==> config.mk <==
export PLATFORM = sky130hd
export DESIGN_NAME = centered_nearest_scale_blit
export DESIGN_NICKNAME = d
export VERILOG_FILES = /design/src/rtl/cnsb_pkg.sv /design/src/rtl/cnsb_div.sv /design/src/rtl/cnsb_datapath.sv /design/src/rtl/cnsb_ctrl.sv /design/src/rtl/centered_nearest_scale_blit.sv
export SDC_FILE = /design/constraint.sdc
export NUM_CORES = 2
export LEC_CHECK = 0
export ABC_AREA = 1
export BUFFER_PORTS_ARGS = -buffer_cell sky130_fd_sc_hd__clkbuf_2
export CAP_MARGIN = 25
export CELL_PAD_IN_SITES_DETAIL_PLACEMENT = 1
export CELL_PAD_IN_SITES_GLOBAL_PLACEMENT = 1
export CORE_AREA = 4 4 428 430
export CTS_BUF_LIST = sky130_fd_sc_hd__clkbuf_16
export DETAILED_ROUTE_END_ITERATION = 8
export DIE_AREA = 0 0 432 434
export PLACE_DENSITY_LB_ADDON = 0.1
export SLEW_MARGIN = 20
export SYNTH_ARGS = -nofsm -noshare
export SYNTH_HDL_FRONTEND = slang
export SYNTH_HIERARCHICAL = 1
export SYNTH_SLANG_ARGS = --single-unit
export TNS_END_PERCENT = 50
==> constraint.sdc <==
create_clock -name aclk -period 9.33 [get_ports aclk]
set_input_delay 0.933 -clock aclk [delete_from_list [all_inputs] [get_ports aclk]]
set_output_delay 0.933 -clock aclk [all_outputs]
set_load 0.005 [all_outputs]
==> src/rtl/cnsb_pkg.sv <==
// Package of the centred nearest-neighbour scale blitter: widths, register
// indexes, reset values, controller command and status types, axis layout.
// No dependencies.
package cnsb_pkg;

    localparam int DIM_W      = 13;
    localparam int ADDR_W     = 26;
    localparam int BPP_W      = 3;
    localparam int CFG_IDX_W  = 3;
    localparam int DIV_STEPS  = DIM_W;
    localparam int DIV_CNT_W  = $clog2(DIV_STEPS + 1);

    // Frame buffer pixels are four bytes wide.
    localparam int FRAME_BPP_SHIFT = 2;

    localparam int S_TDATA_W = 8;
    localparam int M_TDATA_W = ((2 * ADDR_W + 7) / 8) * 8;
    localparam int M_TUSER_W = 2;

    localparam logic [CFG_IDX_W-1:0] REG_SRC_WIDTH   = 3'd0;
    localparam logic [CFG_IDX_W-1:0] REG_SRC_HEIGHT  = 3'd1;
    localparam logic [CFG_IDX_W-1:0] REG_SRC_BPP     = 3'd2;
    localparam logic [CFG_IDX_W-1:0] REG_FRAME_WIDTH = 3'd3;
    localparam logic [CFG_IDX_W-1:0] REG_FRAME_HEIGHT= 3'd4;
    localparam logic [CFG_IDX_W-1:0] REG_VIEW_WIDTH  = 3'd5;
    localparam logic [CFG_IDX_W-1:0] REG_VIEW_HEIGHT = 3'd6;

    localparam logic [DIM_W-1:0] RST_WIDTH  = 13'd640;
    localparam logic [DIM_W-1:0] RST_HEIGHT = 13'd480;
    localparam logic [BPP_W-1:0] RST_BPP    = 3'd3;

    // Commands from the controller to the datapath.
    typedef struct packed {
        logic accept;
        logic eval;
        logic prep;
        logic div_start;
        logic mult;
        logic addr;
        logic load_out;
    } cmd_t;

    // Status from the datapath to the controller.
    typedef struct packed {
        logic hit;
        logic div_done;
        logic out_free;
    } status_t;

    // Visible span, frame offset and view crop along one axis.
    typedef struct packed {
        logic [DIM_W-1:0] fill;
        logic [DIM_W-1:0] off;
        logic [DIM_W-1:0] crop;
    } layout_t;

    function automatic layout_t axis_layout(input logic [DIM_W-1:0] view,
                                            input logic [DIM_W-1:0] frame);
        layout_t l;
        if (view > frame) begin
            l.fill = frame;
            l.off  = '0;
            l.crop = DIM_W'((view - frame) >> 1);
        end else begin
            l.fill = view;
            l.off  = DIM_W'((frame - view) >> 1);
            l.crop = '0;
        end
        return l;
    endfunction

endpackage

==> src/rtl/cnsb_div.sv <==
// Restoring divider, one quotient bit per cycle, for the source row/column.
// Depends on cnsb_pkg. The quotient must fit in DIM_W bits.
module cnsb_div (
    input  logic                          aclk,
    input  logic                          aresetn,
    input  logic                          start,
    input  logic [cnsb_pkg::ADDR_W-1:0]   dividend,
    input  logic [cnsb_pkg::DIM_W-1:0]    divisor,
    output logic                          done,
    output logic [cnsb_pkg::DIM_W-1:0]    quotient
);

    logic                              busy_reg;
    logic [cnsb_pkg::DIV_CNT_W-1:0]    count_reg;
    logic [cnsb_pkg::DIM_W-1:0]        rem_reg;
    logic [cnsb_pkg::DIM_W-1:0]        low_reg;
    logic [cnsb_pkg::DIM_W-1:0]        quo_reg;

    logic [cnsb_pkg::DIM_W:0]          rem_shift;
    logic [cnsb_pkg::DIM_W:0]          diff;
    logic                              ge;
    logic [cnsb_pkg::DIM_W-1:0]        rem_step;

    always_comb begin
        rem_shift = {rem_reg, low_reg[cnsb_pkg::DIM_W-1]};
        ge        = rem_shift >= {1'b0, divisor};
        diff      = rem_shift - {1'b0, divisor};
        rem_step  = ge ? diff[cnsb_pkg::DIM_W-1:0] : rem_shift[cnsb_pkg::DIM_W-1:0];
    end

    assign done     = busy_reg && (count_reg == cnsb_pkg::DIV_CNT_W'(1));
    assign quotient = quo_reg;

    always_ff @(posedge aclk) begin
        if (!aresetn) begin
            busy_reg  <= 1'b0;
            count_reg <= '0;
        end else if (start) begin
            busy_reg  <= 1'b1;
            count_reg <= cnsb_pkg::DIV_CNT_W'(cnsb_pkg::DIV_STEPS);
        end else if (busy_reg) begin
            count_reg <= count_reg - cnsb_pkg::DIV_CNT_W'(1);
            if (count_reg == cnsb_pkg::DIV_CNT_W'(1)) begin
                busy_reg <= 1'b0;
            end
        end
    end

    always_ff @(posedge aclk) begin
        if (start) begin
            rem_reg <= dividend[cnsb_pkg::ADDR_W-1:cnsb_pkg::DIM_W];
            low_reg <= dividend[cnsb_pkg::DIM_W-1:0];
            quo_reg <= '0;
        end else if (busy_reg) begin
            rem_reg <= rem_step;
            low_reg <= {low_reg[cnsb_pkg::DIM_W-2:0], 1'b0};
            quo_reg <= {quo_reg[cnsb_pkg::DIM_W-2:0], ge};
        end
    end

endmodule

==> src/rtl/cnsb_datapath.sv <==
// Datapath of the scaler: configuration registers, scan position, address
// arithmetic with two dividers, and the output register.
// Depends on cnsb_pkg and cnsb_div.
module cnsb_datapath #(
    parameter int MAX_DIM = 4096
) (
    input  logic                              aclk,
    input  logic                              aresetn,
    input  logic                              cfg_we,
    input  logic [cnsb_pkg::CFG_IDX_W-1:0]    cfg_index,
    input  logic [cnsb_pkg::DIM_W-1:0]        cfg_data,
    input  logic                              restart,
    input  cnsb_pkg::cmd_t                    cmd,
    output cnsb_pkg::status_t                 status,
    input  logic                              m_tready,
    output logic                              m_tvalid,
    output logic [cnsb_pkg::M_TDATA_W-1:0]    m_tdata,
    output logic                              m_tlast,
    output logic [cnsb_pkg::M_TUSER_W-1:0]    m_tuser
);

    localparam int DW = cnsb_pkg::DIM_W;
    localparam int AW = cnsb_pkg::ADDR_W;
    localparam int BW = cnsb_pkg::BPP_W;
    localparam logic [DW-1:0] DIM_CAP = DW'(MAX_DIM);

    // Configuration
    logic [DW-1:0] src_width_reg, src_height_reg;
    logic [BW-1:0] src_bpp_reg;
    logic [DW-1:0] frame_width_reg, frame_height_reg;
    logic [DW-1:0] view_width_reg, view_height_reg;
    logic [DW-1:0] cfg_sat;

    cnsb_pkg::layout_t lay_x_reg, lay_y_reg;

    // Scan state
    logic [DW-1:0] scan_row_reg, scan_row_next;
    logic [DW-1:0] scan_col_reg, scan_col_next;
    logic          frame_done_reg, frame_done_next;
    logic          restart_reg;

    // Per-pixel working registers
    logic          hit_reg, rlast_reg, flast_reg;
    logic [DW-1:0] vy_reg, vx_reg, drow_reg, dcol_reg;
    logic [AW-1:0] num_y_reg, num_x_reg, dlin_reg, sprod_reg;
    logic [AW-1:0] src_addr_reg, dest_addr_reg;

    logic [DW-1:0] row_eff, col_eff;
    logic          done_eff, hit, rlast, flast;
    logic [DW:0]   col_inc, row_inc;

    logic          div_y_done, div_x_done;
    logic [DW-1:0] srow, scol;

    logic [AW-1:0]    ssum, dsum;
    logic [AW+BW-1:0] src_wide;
    logic [AW+cnsb_pkg::FRAME_BPP_SHIFT-1:0] dest_wide;

    // Output register
    logic          m_tvalid_reg;
    logic [AW-1:0] out_dest_reg, out_src_reg;
    logic          out_valid_reg, out_rlast_reg, out_flast_reg;

    assign cfg_sat = (int'(cfg_data) > MAX_DIM) ? DIM_CAP : cfg_data;

    always_ff @(posedge aclk) begin
        if (!aresetn) begin
            src_width_reg    <= cnsb_pkg::RST_WIDTH;
            src_height_reg   <= cnsb_pkg::RST_HEIGHT;
            src_bpp_reg      <= cnsb_pkg::RST_BPP;
            frame_width_reg  <= cnsb_pkg::RST_WIDTH;
            frame_height_reg <= cnsb_pkg::RST_HEIGHT;
            view_width_reg   <= cnsb_pkg::RST_WIDTH;
            view_height_reg  <= cnsb_pkg::RST_HEIGHT;
        end else if (cfg_we) begin
            case (cfg_index)
                cnsb_pkg::REG_SRC_WIDTH:    src_width_reg    <= cfg_sat;
                cnsb_pkg::REG_SRC_HEIGHT:   src_height_reg   <= cfg_sat;
                cnsb_pkg::REG_SRC_BPP:      src_bpp_reg      <= cfg_data[BW-1:0];
                cnsb_pkg::REG_FRAME_WIDTH:  frame_width_reg  <= cfg_sat;
                cnsb_pkg::REG_FRAME_HEIGHT: frame_height_reg <= cfg_sat;
                cnsb_pkg::REG_VIEW_WIDTH:   view_width_reg   <= cfg_sat;
                cnsb_pkg::REG_VIEW_HEIGHT:  view_height_reg  <= cfg_sat;
                default: begin
                end
            endcase
        end
    end

    // The window layout follows the registers in the next cycle.
    always_ff @(posedge aclk) begin
        lay_x_reg <= cnsb_pkg::axis_layout(view_width_reg, frame_width_reg);
        lay_y_reg <= cnsb_pkg::axis_layout(view_height_reg, frame_height_reg);
    end

    always_comb begin
        row_eff  = restart_reg ? '0 : scan_row_reg;
        col_eff  = restart_reg ? '0 : scan_col_reg;
        done_eff = restart_reg ? 1'b0 : frame_done_reg;
        hit      = !done_eff && (lay_x_reg.fill != '0) && (lay_y_reg.fill != '0)
                   && (row_eff < lay_y_reg.fill) && (col_eff < lay_x_reg.fill);
        col_inc  = {1'b0, col_eff} + (DW+1)'(1);
        row_inc  = {1'b0, row_eff} + (DW+1)'(1);
        rlast    = col_inc >= {1'b0, lay_x_reg.fill};
        flast    = rlast && (row_inc >= {1'b0, lay_y_reg.fill});

        scan_row_next   = row_eff;
        scan_col_next   = col_eff;
        frame_done_next = 1'b1;
        if (hit) begin
            frame_done_next = flast;
            if (flast) begin
                scan_row_next = '0;
                scan_col_next = '0;
            end else if (rlast) begin
                scan_col_next = '0;
                scan_row_next = row_inc[DW-1:0];
            end else begin
                scan_col_next = col_inc[DW-1:0];
            end
        end
    end

    always_ff @(posedge aclk) begin
        if (!aresetn) begin
            scan_row_reg   <= '0;
            scan_col_reg   <= '0;
            frame_done_reg <= 1'b1;
            restart_reg    <= 1'b0;
        end else begin
            if (cmd.accept) begin
                restart_reg <= restart;
            end
            if (cmd.eval) begin
                scan_row_reg   <= scan_row_next;
                scan_col_reg   <= scan_col_next;
                frame_done_reg <= frame_done_next;
            end
        end
    end

    always_ff @(posedge aclk) begin
        if (cmd.eval) begin
            hit_reg   <= hit;
            rlast_reg <= hit && rlast;
            flast_reg <= hit && flast;
            vy_reg    <= lay_y_reg.crop + row_eff;
            vx_reg    <= lay_x_reg.crop + col_eff;
            drow_reg  <= lay_y_reg.off + row_eff;
            dcol_reg  <= lay_x_reg.off + col_eff;
        end
        if (cmd.prep) begin
            num_y_reg <= vy_reg * src_height_reg;
            num_x_reg <= vx_reg * src_width_reg;
            dlin_reg  <= drow_reg * frame_width_reg;
        end
        if (cmd.mult) begin
            sprod_reg <= srow * src_width_reg;
        end
        if (cmd.addr) begin
            src_addr_reg  <= src_wide[AW-1:0];
            dest_addr_reg <= dest_wide[AW-1:0];
        end
    end

    cnsb_div u_div_row (
        .aclk     (aclk),
        .aresetn  (aresetn),
        .start    (cmd.div_start),
        .dividend (num_y_reg),
        .divisor  (view_height_reg),
        .done     (div_y_done),
        .quotient (srow)
    );

    cnsb_div u_div_col (
        .aclk     (aclk),
        .aresetn  (aresetn),
        .start    (cmd.div_start),
        .dividend (num_x_reg),
        .divisor  (view_width_reg),
        .done     (div_x_done),
        .quotient (scol)
    );

    always_comb begin
        ssum      = sprod_reg + AW'(scol);
        src_wide  = ssum * src_bpp_reg;
        dsum      = dlin_reg + AW'(dcol_reg);
        dest_wide = {dsum, {cnsb_pkg::FRAME_BPP_SHIFT{1'b0}}};
    end

    always_ff @(posedge aclk) begin
        if (!aresetn) begin
            m_tvalid_reg <= 1'b0;
        end else if (cmd.load_out) begin
            m_tvalid_reg <= 1'b1;
        end else if (m_tready) begin
            m_tvalid_reg <= 1'b0;
        end
    end

    // A result that names no pixel carries all-zero fields.
    always_ff @(posedge aclk) begin
        if (cmd.load_out) begin
            out_valid_reg <= hit_reg;
            out_rlast_reg <= rlast_reg;
            out_flast_reg <= flast_reg;
            out_dest_reg  <= hit_reg ? dest_addr_reg : '0;
            out_src_reg   <= hit_reg ? src_addr_reg : '0;
        end
    end

    assign status.hit      = hit_reg;
    assign status.div_done = div_y_done && div_x_done;
    assign status.out_free = !m_tvalid_reg || m_tready;

    assign m_tvalid = m_tvalid_reg;
    assign m_tdata  = {{(cnsb_pkg::M_TDATA_W - 2 * AW){1'b0}}, out_src_reg, out_dest_reg};
    assign m_tlast  = out_rlast_reg;
    assign m_tuser  = {out_flast_reg, out_valid_reg};

endmodule

==> src/rtl/cnsb_ctrl.sv <==
// Controller of the scaler: sequences one step item through evaluation,
// products, division, address assembly and the output register.
// Depends on cnsb_pkg.
module cnsb_ctrl (
    input  logic              aclk,
    input  logic              aresetn,
    input  logic              s_tvalid,
    output logic              s_tready,
    input  cnsb_pkg::status_t status,
    output cnsb_pkg::cmd_t    cmd
);

    typedef enum logic [7:0] {
        ST_IDLE   = 8'b0000_0001,
        ST_EVAL   = 8'b0000_0010,
        ST_PREP   = 8'b0000_0100,
        ST_DSTART = 8'b0000_1000,
        ST_DIVIDE = 8'b0001_0000,
        ST_MULT   = 8'b0010_0000,
        ST_ADDR   = 8'b0100_0000,
        ST_OUTPUT = 8'b1000_0000
    } state_t;

    state_t state_reg, state_next;

    always_comb begin
        state_next = state_reg;
        cmd        = '0;
        s_tready   = 1'b0;
        case (state_reg)
            ST_IDLE: begin
                s_tready   = 1'b1;
                cmd.accept = s_tvalid;
                if (s_tvalid) begin
                    state_next = ST_EVAL;
                end
            end
            ST_EVAL: begin
                cmd.eval   = 1'b1;
                state_next = ST_PREP;
            end
            ST_PREP: begin
                cmd.prep   = 1'b1;
                state_next = status.hit ? ST_DSTART : ST_OUTPUT;
            end
            ST_DSTART: begin
                cmd.div_start = 1'b1;
                state_next    = ST_DIVIDE;
            end
            ST_DIVIDE: begin
                if (status.div_done) begin
                    state_next = ST_MULT;
                end
            end
            ST_MULT: begin
                cmd.mult   = 1'b1;
                state_next = ST_ADDR;
            end
            ST_ADDR: begin
                cmd.addr   = 1'b1;
                state_next = ST_OUTPUT;
            end
            ST_OUTPUT: begin
                if (status.out_free) begin
                    cmd.load_out = 1'b1;
                    state_next   = ST_IDLE;
                end
            end
            default: begin
                state_next = ST_IDLE;
            end
        endcase
    end

    always_ff @(posedge aclk) begin
        if (!aresetn) begin
            state_reg <= ST_IDLE;
        end else begin
            state_reg <= state_next;
        end
    end

endmodule

==> src/rtl/centered_nearest_scale_blit.sv <==
// Top level of the centred nearest-neighbour scale blitter.
// Depends on cnsb_pkg, cnsb_ctrl and cnsb_datapath (with cnsb_div).
//
// Each beat on the slave stream is one step of the scan: s_tdata bit 0 set
// starts a new frame at its first visible pixel, clear advances one pixel.
// Every step beat yields exactly one beat on the master stream, giving the
// byte address of the frame buffer pixel and of the nearest source pixel.
// A result beat whose valid flag (m_tuser bit 0) is low names no pixel: the
// frame has ended or the window is empty, and all its other fields are zero.
// m_tlast marks the last pixel of a visible row, m_tuser bit 1 the last
// pixel of the frame.
// The block works on one step at a time. A visible pixel passes through the
// 13-step restoring dividers that find the source row and column before its
// result beat; a step that names no pixel skips them. The next step is
// accepted as soon as the result has moved into the output register, so a
// stalled receiver holds only that one beat; a further result waits in the
// controller until the register frees. Registers are written through the
// cfg channel, which is always ready; write them only while no step is in
// flight. Reset restores the default 640x480 layout, clears the output and
// leaves no frame active.
module centered_nearest_scale_blit #(
    parameter int MAX_DIM = 4096
) (
    input  logic                              aclk,
    input  logic                              aresetn,
    // Slave stream: tdata = restart (bit 0), zero padded.
    input  logic                              s_tvalid,
    output logic                              s_tready,
    input  logic [cnsb_pkg::S_TDATA_W-1:0]    s_tdata,
    // Master stream: tdata = dest_address [25:0], source_address [51:26].
    output logic                              m_tvalid,
    input  logic                              m_tready,
    output logic [cnsb_pkg::M_TDATA_W-1:0]    m_tdata,
    output logic                              m_tlast,
    // tuser = valid_res (bit 0), frame_last (bit 1).
    output logic [cnsb_pkg::M_TUSER_W-1:0]    m_tuser,
    // Configuration write channel.
    input  logic                              cfg_valid,
    output logic                              cfg_ready,
    input  logic [cnsb_pkg::CFG_IDX_W-1:0]    cfg_index,
    input  logic [cnsb_pkg::DIM_W-1:0]        cfg_data
);

    cnsb_pkg::cmd_t    cmd;
    cnsb_pkg::status_t status;

    // Writes go straight into registers, so the channel never stalls.
    assign cfg_ready = 1'b1;

    cnsb_ctrl u_ctrl (
        .aclk     (aclk),
        .aresetn  (aresetn),
        .s_tvalid (s_tvalid),
        .s_tready (s_tready),
        .status   (status),
        .cmd      (cmd)
    );

    cnsb_datapath #(
        .MAX_DIM (MAX_DIM)
    ) u_datapath (
        .aclk      (aclk),
        .aresetn   (aresetn),
        .cfg_we    (cfg_valid && cfg_ready),
        .cfg_index (cfg_index),
        .cfg_data  (cfg_data),
        .restart   (s_tdata[0]),
        .cmd       (cmd),
        .status    (status),
        .m_tready  (m_tready),
        .m_tvalid  (m_tvalid),
        .m_tdata   (m_tdata),
        .m_tlast   (m_tlast),
        .m_tuser   (m_tuser)
    );

endmodule

==> results by group <==
Run status
  • Status: complete, no violations

Setup path
  • Worst setup EP type: flip-flop
  • Crit path launch type: flip-flop
  • End of the critical path: u_datapath/num_x_reg[19]
  • Setup crit start: u_datapath/vx_reg[7]
  • R2r startpoint: u_datapath/vx_reg[7]
  • R2r setup slk: 3.40 ns
  • Worst r2r path cells: 19
  • Crit path DAT: about 6.3 ns
  • Worst path required time: 9.73 ns
  • CP max FO: 13
  • RR Endpoint: u_datapath/num_x_reg[19]
  • Crit Path Class: flip-flop to flip-flop

Clock network
  • CTS Buf Count: 74
  • Clock tree buffer depth: 3
  • CTS tree: done
  • # H-tree levels: 3
  • Post-CTS Resized: 0
  • Clk sinks: 540
  • Clk Latency, worst-skew pair: 0.67 ns
  • Hold buffer count at CTS: 0
  • Post-CTS setup buffer count: 0
  • CTS root buf: clkbuf_16
  • Clock Pin Slew Worst Setup and Hold Paths: 0.06 ns

Global route
  • GRT busiest layer: met2
  • Routing usage on met2: 29.9%
  • M3 GR Usage: 1.73%
  • First-pass GRT wire length: about 250000 µm
  • Pin count of the biggest net entering global routing: 79
  • GRT Util Overall: 17.2%
  • Vias in the first global route: roughly 45k
  • GRT overflow: 0
  • Met1 GRT Util: 23.3%
  • Initial antenna violation count: 4

STA
  • Final worst slack: 3.40 ns
  • Final worst-path cycle share: 63.6%
  • Setup TNS: 0 ns
  • Final Setup Violations: 0
  • Slew @ Worst Pin: 0.944 ns
  • Clock Skews: 0.0168 ns
  • Slew Viols, Final: 0
  • Post-route minimum period: 5.93 ns
  • Final hold violations: 0
  • RSZ-0062 raised after global routing: no
  • Max-slew headroom: 37.0%
  • Fmax: 169 MHz

Finish
  • Final design utilization: 32.7%
  • Share of layout cells above drive strength 1: 5.52%
  • Design Area, Final: roughly 0.059 mm²
  • Final #Nets: 7720
  • Layout area overhead: 9.91%

Floorplanning
  • Chip width: 432 µm
  • I/O pins: 91
  • Die ar.: 0.187 mm²
  • Placeable Area: 0.180 mm²
  • Row count: 156
  • Initial core utilization: between 20% and 30%
  • Die Ht: 434 µm

Power and ir drop
  • Pint: 6.18 mW
  • Leakage: 31.2 nW
  • Psw: 4.32 mW
  • Power consumption: 10.5 mW
  • Clock power frac: 26.7%
  • Switch share: 41.1%
  • Register share of total power: 29.1%
  • Combinational share of power: roughly 44%
  • PwrDens: 179 mW/mm²
  • Maximum VDD drop: around 0.00021 V

Placed design
  • RePlAce Congestion: about 0.80
  • I/O Buffers: 76
  • HPWL after DPL: 128000 µm
  • Worst slack at placement: 3.42 ns
  • Area after DPL: approximately 0.056 mm²

Routing
  • DR vias: between 40k and 50k
  • DRT Pass-1 Iters: 5
  • Post-route ant nets: 0
  • Total wire length: 158000 µm
  • Avg WL per Cell: 17.4 µm
  • Initial drt markers: ~1.5k
  • DRC: 0
  • Vias/cell: ~4.5

Synthesis
  • Seq cells post-synth: 540
  • Post-synthesis sequential area ratio: a little over a quarter
  • Avg Cell Area, Syn: 8.02 µm²
  • Post-synth ARST share: 0%
  • Prevailing post-synth register cell: edfxtp_1
  • Synthesized instance count: 6669
  • EDFF count, synth: 312
  • Cell variety after synth: slightly above 60
  • Synth warn: 6
  • Synthesized cell area: 0.0535 mm²

Hold path
  • Hold Crit Depth: 0
  • Hold crit path type: flip-flop to flip-flop

Job
  • Max Cap Viol: 0
-- per-layer routing --
layer	share of wire, %	up-vias
li1	-	20300
met1	48	20300
met2	48	347
met3	2.0	153
met4	1.9	0
met5	0	-
-- placed cells by master, fill, tap and decap left out, types with 65 or more instances in the layout --
| master | synthesis | layout |
|---|---|---|
| inv_1 | 1626 | 1640 |
| nand2_1 | 1592 | 1592 |
| fa_1 | 519 | 519 |
| ha_1 | 507 | 507 |
| a21oi_1 | 377 | 377 |
| edfxtp_1 | 312 | 312 |
| nor2_1 | 263 | 262 |
| o21ai_0 | 237 | 237 |
| dfxtp_1 | 228 | 228 |
| xor2_1 | 169 | 169 |
| nand3_1 | 148 | 148 |
| xnor2_1 | 86 | 86 |
| clkbuf_16 | 0 | 77 |
| clkbuf_2 | 1 | 75 |
| nand4_1 | 65 | 65 |
-- through the flow --
step / instances / hold WS [ns]
after floorplan: 6674 / 0.400
after global placement: 8957 / 0.412
after detailed placement: 8959 / 0.422
after CTS: 9094 / 0.427
after global routing: 9096 / 0.433
final: 9097 / 0.429
-- cell type report --
type	count	area, µm²
multi-input cells	4272	32500
repair buffers	130	816
clock buffers	77	1930
well taps	2370	2970
diodes	3	7.51
fillers	21500	121000
inverters	1647	6180
flip-flops and latches	540	13900
clock inverters	58	470
-- cells by family after synthesis --
family / Yosys count / share of synthesized area, %
buffers and inverters: 1862 / 13.3
xor gates and xnor gates: 255 / 4.18
AOI/OAI and AO/OA: 772 / 7.78
adders and majority gates: 1026 / 31.3
other: 2 / 0.0140
DFF: 540 / 26.1
and+or+nand+nor: 2212 / 17.4
-- cells in the mapped netlist, types with 13 or more instances --
library cell / count / share of area, %
a21o_1: 17 / 0.24
a21oi_1: 377 / 3.5
a31oi_1: 19 / 0.22
buf_1: 14 / 0.098
buf_4: 14 / 0.20
clkbuf_1: 171 / 1.2
dfxtp_1: 228 / 8.5
edfxtp_1: 312 / 18
fa_1: 519 / 19
ha_1: 507 / 12
inv_1: 1626 / 11
inv_2: 20 / 0.14
nand2_1: 1592 / 11
nand2_2: 23 / 0.27
nand3_1: 148 / 1.4
nand3_2: 20 / 0.37
nand4_1: 65 / 0.76
nor2_1: 263 / 1.8
nor3_1: 18 / 0.17
o211ai_1: 16 / 0.22
o21ai_0: 237 / 2.2
o21ai_1: 34 / 0.32
o22ai_1: 23 / 0.27
or2_2: 13 / 0.15
xnor2_1: 86 / 1.4
xor2_1: 169 / 2.8
-- how the worst min path moves through the flow --
stage / start / to / slack (ns)
2_1_floorplan: u_datapath/rlast_reg / u_datapath/m_tlast / 0.40
3_3_place_gp: u_datapath/flast_reg / u_datapath/out_flast_reg / 0.41
3_5_place_dp: u_datapath/flast_reg / u_datapath/out_flast_reg / 0.42
4_1_cts: u_datapath/flast_reg / u_datapath/out_flast_reg / 0.43
5_1_grt: u_datapath/flast_reg / u_datapath/out_flast_reg / 0.43
6_report: u_datapath/flast_reg / u_datapath/out_flast_reg / 0.43
-- critical path, cell delays in order (launching register included) --
cell and delay [ns]:
edfxtp_1 0.67, nand2_1 0.17, inv_1 0.07, fa_1 0.53
inv_1 0.05, fa_1 0.47, inv_1 0.06, fa_1 0.52
inv_1 0.06, fa_1 0.49, fa_1 0.49, inv_1 0.04
ha_1 0.33, inv_1 0.12, o21ai_0 0.09, nor2_1 0.48
o21ai_0 0.28, a21boi_0 0.42, o211ai_1 0.16, xor2_1 0.17
-- power groups by stage --
stage / Sequential, mW / Combinational, mW / Clock (mW)
after floorplan: 2.96 / 3.37 / 0
after global placement: 3.10 / 4.69 / 0
after detailed placement: 3.10 / 4.72 / 0
after CTS: 3.05 / 4.76 / 2.93
after global routing: 3.07 / 5.41 / 3.02
final: 3.05 / 4.65 / 2.80
Power figures use the tool's default switching activity.
